`src/hw/rtl/rsi_pkg.sv`:
```
// shared types and constants of the ray-sphere intersection pipeline
package rsi_pkg;

	localparam int SqrtBits = 37;   // root bits, one per square root stage
	localparam int RemW     = 74;   // width of a non-negative discriminant
	localparam int BW       = 37;   // width of b, signed with 16 fraction bits (Q20.16)

	localparam logic [1:0] REG_CENTER_X = 2'd0;
	localparam logic [1:0] REG_CENTER_Y = 2'd1;
	localparam logic [1:0] REG_CENTER_Z = 2'd2;
	localparam logic [1:0] REG_RADIUS   = 2'd3;

	typedef struct packed {
		logic signed [17:0] dir_z;
		logic signed [17:0] dir_y;
		logic signed [17:0] dir_x;
		logic signed [31:0] origin_z;
		logic signed [31:0] origin_y;
		logic signed [31:0] origin_x;
	} ray_t;

	typedef struct packed {
		logic signed [31:0] center_x;
		logic signed [31:0] center_y;
		logic signed [31:0] center_z;
		logic [30:0]        radius;
	} cfg_t;

	typedef struct packed {
		logic signed [BW-1:0] b;
		logic [RemW-1:0]      rem;
		logic                 miss;
	} disc_t;

endpackage

```
`src/hw/rtl/rsi_cfg.sv`:
```
// sphere configuration registers behind the apb port
module rsi_cfg import rsi_pkg::*; (
	input  logic        clk,
	input  logic        arst_n,
	input  logic        psel,
	input  logic        penable,
	input  logic        pwrite,
	input  logic [3:0]  paddr,
	input  logic [31:0] pwdata,
	output logic [31:0] prdata,
	output logic        pready,
	output cfg_t        cfg
);

	logic [31:0] cx_q, cy_q, cz_q;
	logic [30:0] r_q;
	logic [1:0]  idx;
	logic        wr;

	assign pready = 1'b1;
	assign idx    = paddr[3:2];
	assign wr     = psel && penable && pwrite && pready;

	always_ff @(posedge clk or negedge arst_n) begin
		if (!arst_n) begin
			cx_q <= '0;
			cy_q <= '0;
			cz_q <= '0;
			r_q  <= 31'd65536;
		end else if (wr) begin
			unique case (idx)
				REG_CENTER_X: cx_q <= pwdata;
				REG_CENTER_Y: cy_q <= pwdata;
				REG_CENTER_Z: cz_q <= pwdata;
				REG_RADIUS:   r_q  <= pwdata[30:0];
				default: ;
			endcase
		end
	end

	always_comb begin
		unique case (idx)
			REG_CENTER_X: prdata = cx_q;
			REG_CENTER_Y: prdata = cy_q;
			REG_CENTER_Z: prdata = cz_q;
			REG_RADIUS:   prdata = {1'b0, r_q};
			default:      prdata = '0;
		endcase
	end

	assign cfg.center_x = $signed(cx_q);
	assign cfg.center_y = $signed(cy_q);
	assign cfg.center_z = $signed(cz_q);
	assign cfg.radius   = r_q;

endmodule

```
`config.mk`:
```
export PLATFORM = sky130hd
export DESIGN_NAME = rsi_cfg
export DESIGN_NICKNAME = d
export VERILOG_FILES = /design/src/hw/rtl/rsi_pkg.sv /design/src/hw/rtl/rsi_cfg.sv
export SDC_FILE = /design/constraint.sdc
export NUM_CORES = 1
export LEC_CHECK = 0
export BUFFER_PORTS_ARGS = -buffer_cell sky130_fd_sc_hd__buf_2
export CORE_MARGIN = 2
export CORE_UTILIZATION = 44
export CTS_CLUSTER_DIAMETER = 100
export CTS_CLUSTER_SIZE = 28
export DETAILED_ROUTE_END_ITERATION = 10
export PLACE_DENSITY = 0.75
export SYNTH_ARGS = -nofsm -noshare
export SYNTH_HDL_FRONTEND = slang
export SYNTH_SLANG_ARGS = --single-unit
```
`constraint.sdc`:
```
create_clock -name clk -period 2.1 [get_ports clk]
set_input_delay 0.525 -clock clk [delete_from_list [all_inputs] [get_ports clk]]
set_output_delay 0.525 -clock clk [all_outputs]
set_load 0.005 [all_outputs]
```
# == Yosys cells after proc, flatten, opt, wreduce, memory -nomap -nowiden ==
# Cells that the tools add are included.
# word_totals
ff_bits,127
out_inout_bits,160
# op_classes
eq_ne,3
muxes,1
reduce_logical,7
# op_table
cell,n
one-hot mux 32 bit (4 select lines),1
AND reduction 2 bit,4
"equality test 2 bit, second input constant",2
"equality test 2 x 1 -> 1 bit, second input constant",1
logical AND 1 bit,2
zero test 2 bit,1

# == Depth between registers and ports, before layout ==
# depth
ltp_word,3
mapped_depth,6

# == Worst setup path before layout ==
# Ideal clock, no wire load.
# synth_timing
path_kind,input to output
startpoint,input port paddr[2]
endpoint,output port prdata[0]
t_arrival_ns,1.498
path_slack_ns,0.077
path_stages,3
n_path_buf,2
path_cell_list,buf_4 buf_2 mux4_2
# synth_between
elab_chain_len,2
# synth_lines
item,line,text
start: declaration,rsi_cfg.sv:8,"input logic [3:0] paddr,"
equality test 2 bit (tied with other cells),rsi_cfg.sv:42,unique case (idx)
one-hot mux 32 bit (4 select lines) *,rsi_cfg.sv:42,
end: declaration,rsi_cfg.sv:10,"output logic [31:0] prdata,"
# Mark *: on every way between the ends. The rest lies on a longest branch, timed or not.

# == Final worst setup path ==
# layout_timing
startpoint,input port paddr[2]
endpoint,output port prdata[25]
# The elaborated chain is that of the path after synthesis.

==> results.py <==
metrics = {
    "run_status": {
        "status": "complete, no violations",
    },
    "logic_synthesis": {
        "ys_top_cells_by_area": "dfrtp_1 (56%), mux2_2 (19%), mux4_2 (12%)",
        "synth_top_cell_area_share_pct": 56.09,
        "syn_inst": 319,
        "yosysSeqAreaShare_pct": 56.55,
        "syn-num-nets": 360,
        "synthMuxAreaShare_pct": 40.04,
        "synth.distinct_cells": 20,
        "synth-xor-area-share_pct": 0,
        "syn-cell-area_mm2": 0.005622,
        "synth_compound_area_share_pct": 0.08903,
        "synth-simple-area-share_pct": 0.7567,
        "synth_top_family_by_area": "multiplexers",
        "yosysWarnings": 0,
        "ys_seq_elements": 127,
        "syn_avg_cell_area_um2": 17.62,
        "synth_top_area_cell": "dfrtp_1",
        "synth-edff-count": 0,
        "async_flop_share_pct": 100.0,
        "synthFlopType": "dfrtp_1",
        "synth_fa_ha_area_share_pct": 0,
    },
    "clock_network": {
        "htreeDepth": 4,
        "clock_path_buffers": 2,
        "cts_root_buf": "clkbuf_16",
        "holdBufCountCts": 0,
        "cts_sinks": 127,
        "cts.reportedPaths.clkPinSlew_ns": 0.05,
        "clock_latency_ns": 0.40,
        "cts_tree": "built",
        "cts_made_buffers": 17,
    },
    "die": {
        "die_area_mm2": 0.01370,
        "rows": 41,
        "core_mm2": 0.01257,
        "die_y_um": 117.0,
        "ios": 201,
        "fp.dieW_um": 117.0,
        "initial_core_util_pct": 44.73,
    },
    "finish": {
        "drive_above_1_share_pct": 74.77,
        "fin_util_pct": 60.26,
        "layout.nets": 567,
        "n_fill_cell": 1005,
        "design_area_mm2": 0.007574,
        "antenna_cells": 0,
        "syn2layout_area_growth_pct": 34.72,
    },
    "timing": {
        "min_period_ns": 2.031,
        "fin_crit_sh_pct": 96.70,
        "setup_viol": 0,
        "slew_viol_final": 0,
        "tightest_slew_ns": 0.6782,
        "hold_violations": 0,
        "skew_ns": 0,
        "fin_tns_setup_ns": 0,
        "relSlewSlack_pct": 54.78,
        "rsz0062_at_grt": "no",
        "fmax_mhz": 492.4,
    },
    "setup_path": {
        "crit_type": "in2out",
        "setup.worst_path.start_class": "input port",
        "cp-end-kind": "output pin",
        "reg2reg_from": "cx_q[23]",
        "rrSetupSlack_ns": 1.27,
        "cp_num_buf_inv": 3,
        "cp.arrival_ns": 1.51,
        "worstPathRequired_ns": 1.57,
        "max_stage_delay_ns": 0.53,
        "reg2reg_to": "cx_q[23]",
        "critPathMaxFanout": 15,
        "slowest_stage": "mux4_2",
        "rr_worst_depth": 1,
        "path_delay_family": "multiplexers",
        "crit_chain": "buf_6 -> buf_12 -> mux4_2 -> buf_2",
    },
    "power": {
        "power.density_mw_per_mm2": 1115,
        "peakVddDrop_v": 0.0005975,
        "leakagePower_uw": 0.003730,
    },
    "detailed_routing": {
        "drt_iter0_markers": 228,
        "drtAntennaViolNets": 0,
        "drc_errors": 0,
        "via_count": 3698,
        "wl_per_cell_um": 18.73,
        "vias_per_cell": 5.201,
        "drt_wl_total_mm": 13.32,
        "firstDrtPassIters": 4,
    },
    "global_routing": {
        "grt.overflow.total": 0,
        "grt_pass1_vias": 3545,
        "antenna_found_initial": 0,
        "track_usage_pct": 19.44,
        "grt_pass1_wl_mm": 19.71,
        "grt_max_degree": 128,
    },
    "worst_hold_path": {
        "hp-class": "in2async",
    },
    "place": {
        "hpwl_mm": 8.871,
        "port_buffers": 197,
        "dpl_cell_area_mm2": 0.006927,
        "gp_congestion": 0.7493,
    },
    "flow_run": {
        "drv_cap": 0,
    },
}
[per-layer routing]
layer	part of all wire, %	up-vias	track usage, %
met1	45	1925	26.53
met3	6.0	15	6.591
met2	48	143	29.21
li1	-	1615	-
met5	0	-	0
met4	1.3	0	7.059
[worst max-delay path by stage]
| stage | startpoint | end | slack [ns] | cells after the start |
|---|---|---|---|---|
| after floorplan | paddr[2] | prdata[0] | 0.08 | 3 |
| after global placement | paddr[2] | prdata[10] | 0.02 | 4 |
| after detailed placement | paddr[2] | cy_q[3] | 0.002 | 6 |
| after CTS | paddr[2] | prdata[5] | 0.03 | 4 |
| after global routing | paddr[2] | prdata[14] | 0.03 | 4 |
| final | paddr[2] | prdata[25] | 0.07 | 4 |
[repair_timing]
action / CTS / global route
pin swaps: 0 / 0
resized for setup: 1 / 1
buffers inserted: 0 / 0
gates cloned: 0 / 1
setup endpoints to repair: 1 / 1
[power by group]
group,internal [uW],switching [uW]
Clock,1930,1080
Combinational,1270,714
Sequential,3030,436
[cells by family (layout without fill, tap and decap cells)]
group,after synthesis,after routing
and+or+nand+nor,7,7
DFF,127,127
AOI/OAI and AO/OA,1,1
other,1,1
buffers and inverters,24,244
muxes,159,159
[flip-flops by register name (all words and copies together) (netlist names)]
name	cells
cx_q	32
r_q	31
cz_q	32
cy_q	32
[cell usage in the layout, fill, tap and decap left out]
| cell | netlist | routed |
|---|---|---|
| buf_12 | 0 | 10 |
| mux2_4 | 30 | 30 |
| conb_1 | 1 | 1 |
| nand3_1 | 2 | 2 |
| buf_6 | 3 | 1 |
| mux2_1 | 4 | 4 |
| dfstp_2 | 1 | 1 |
| dfrtp_1 | 126 | 126 |
| clkbuf_8 | 0 | 2 |
| buf_4 | 3 | 4 |
| nor2_4 | 0 | 1 |
| clkbuf_16 | 0 | 18 |
| or2_2 | 0 | 1 |
| nand4_1 | 1 | 1 |
| clkinvlp_4 | 0 | 6 |
| bufinv_16 | 0 | 3 |
| inv_2 | 1 | 1 |
| mux4_2 | 31 | 31 |
| inv_6 | 0 | 1 |
| clkinv_2 | 0 | 2 |
| o21ai_0 | 1 | 1 |
| mux2_2 | 93 | 93 |
| nor3_4 | 0 | 1 |
| mux2i_1 | 1 | 1 |
| or3_2 | 0 | 1 |
| clkinv_4 | 0 | 1 |
| buf_2 | 13 | 195 |
[synthesized netlist by cell type (2+ instances only)]
library cell / count
clkbuf_1: 4
mux4_2: 31
buf_6: 3
mux2_2: 93
dfrtp_1: 126
mux2_1: 4
nand3_1: 2
buf_2: 13
mux2_4: 30
buf_4: 3
[final cells by class]
type / instances / area [um^2] / area share (%)
Clock buffer: 19 / 452.9 / 5.981
Clock inverter: 13 / 162.7 / 2.148
Inverter: 1 / 3.754 / 0.04956
Multi-Input combinational cell: 168 / 2317 / 30.60
Sequential cell: 127 / 3179 / 41.98
Tap cell: 172 / 215.2 / 2.842
Timing Repair Buffer: 211 / 1242 / 16.41
[through the flow]
step                setup slack, ns  hold WS (ns)  instances  power [uW]
floorplan                   0.07737        0.2294        319        4409
global placement            0.02041        0.4833        678        5401
detailed placement         0.002134        0.5097        678        5492
CTS                         0.02666        0.2386        710        8549
global route                0.03295        0.2747        711        8904
finish                      0.06930        0.2154        711        8447
No activity file was read; power rests on OpenSTA's default activity.
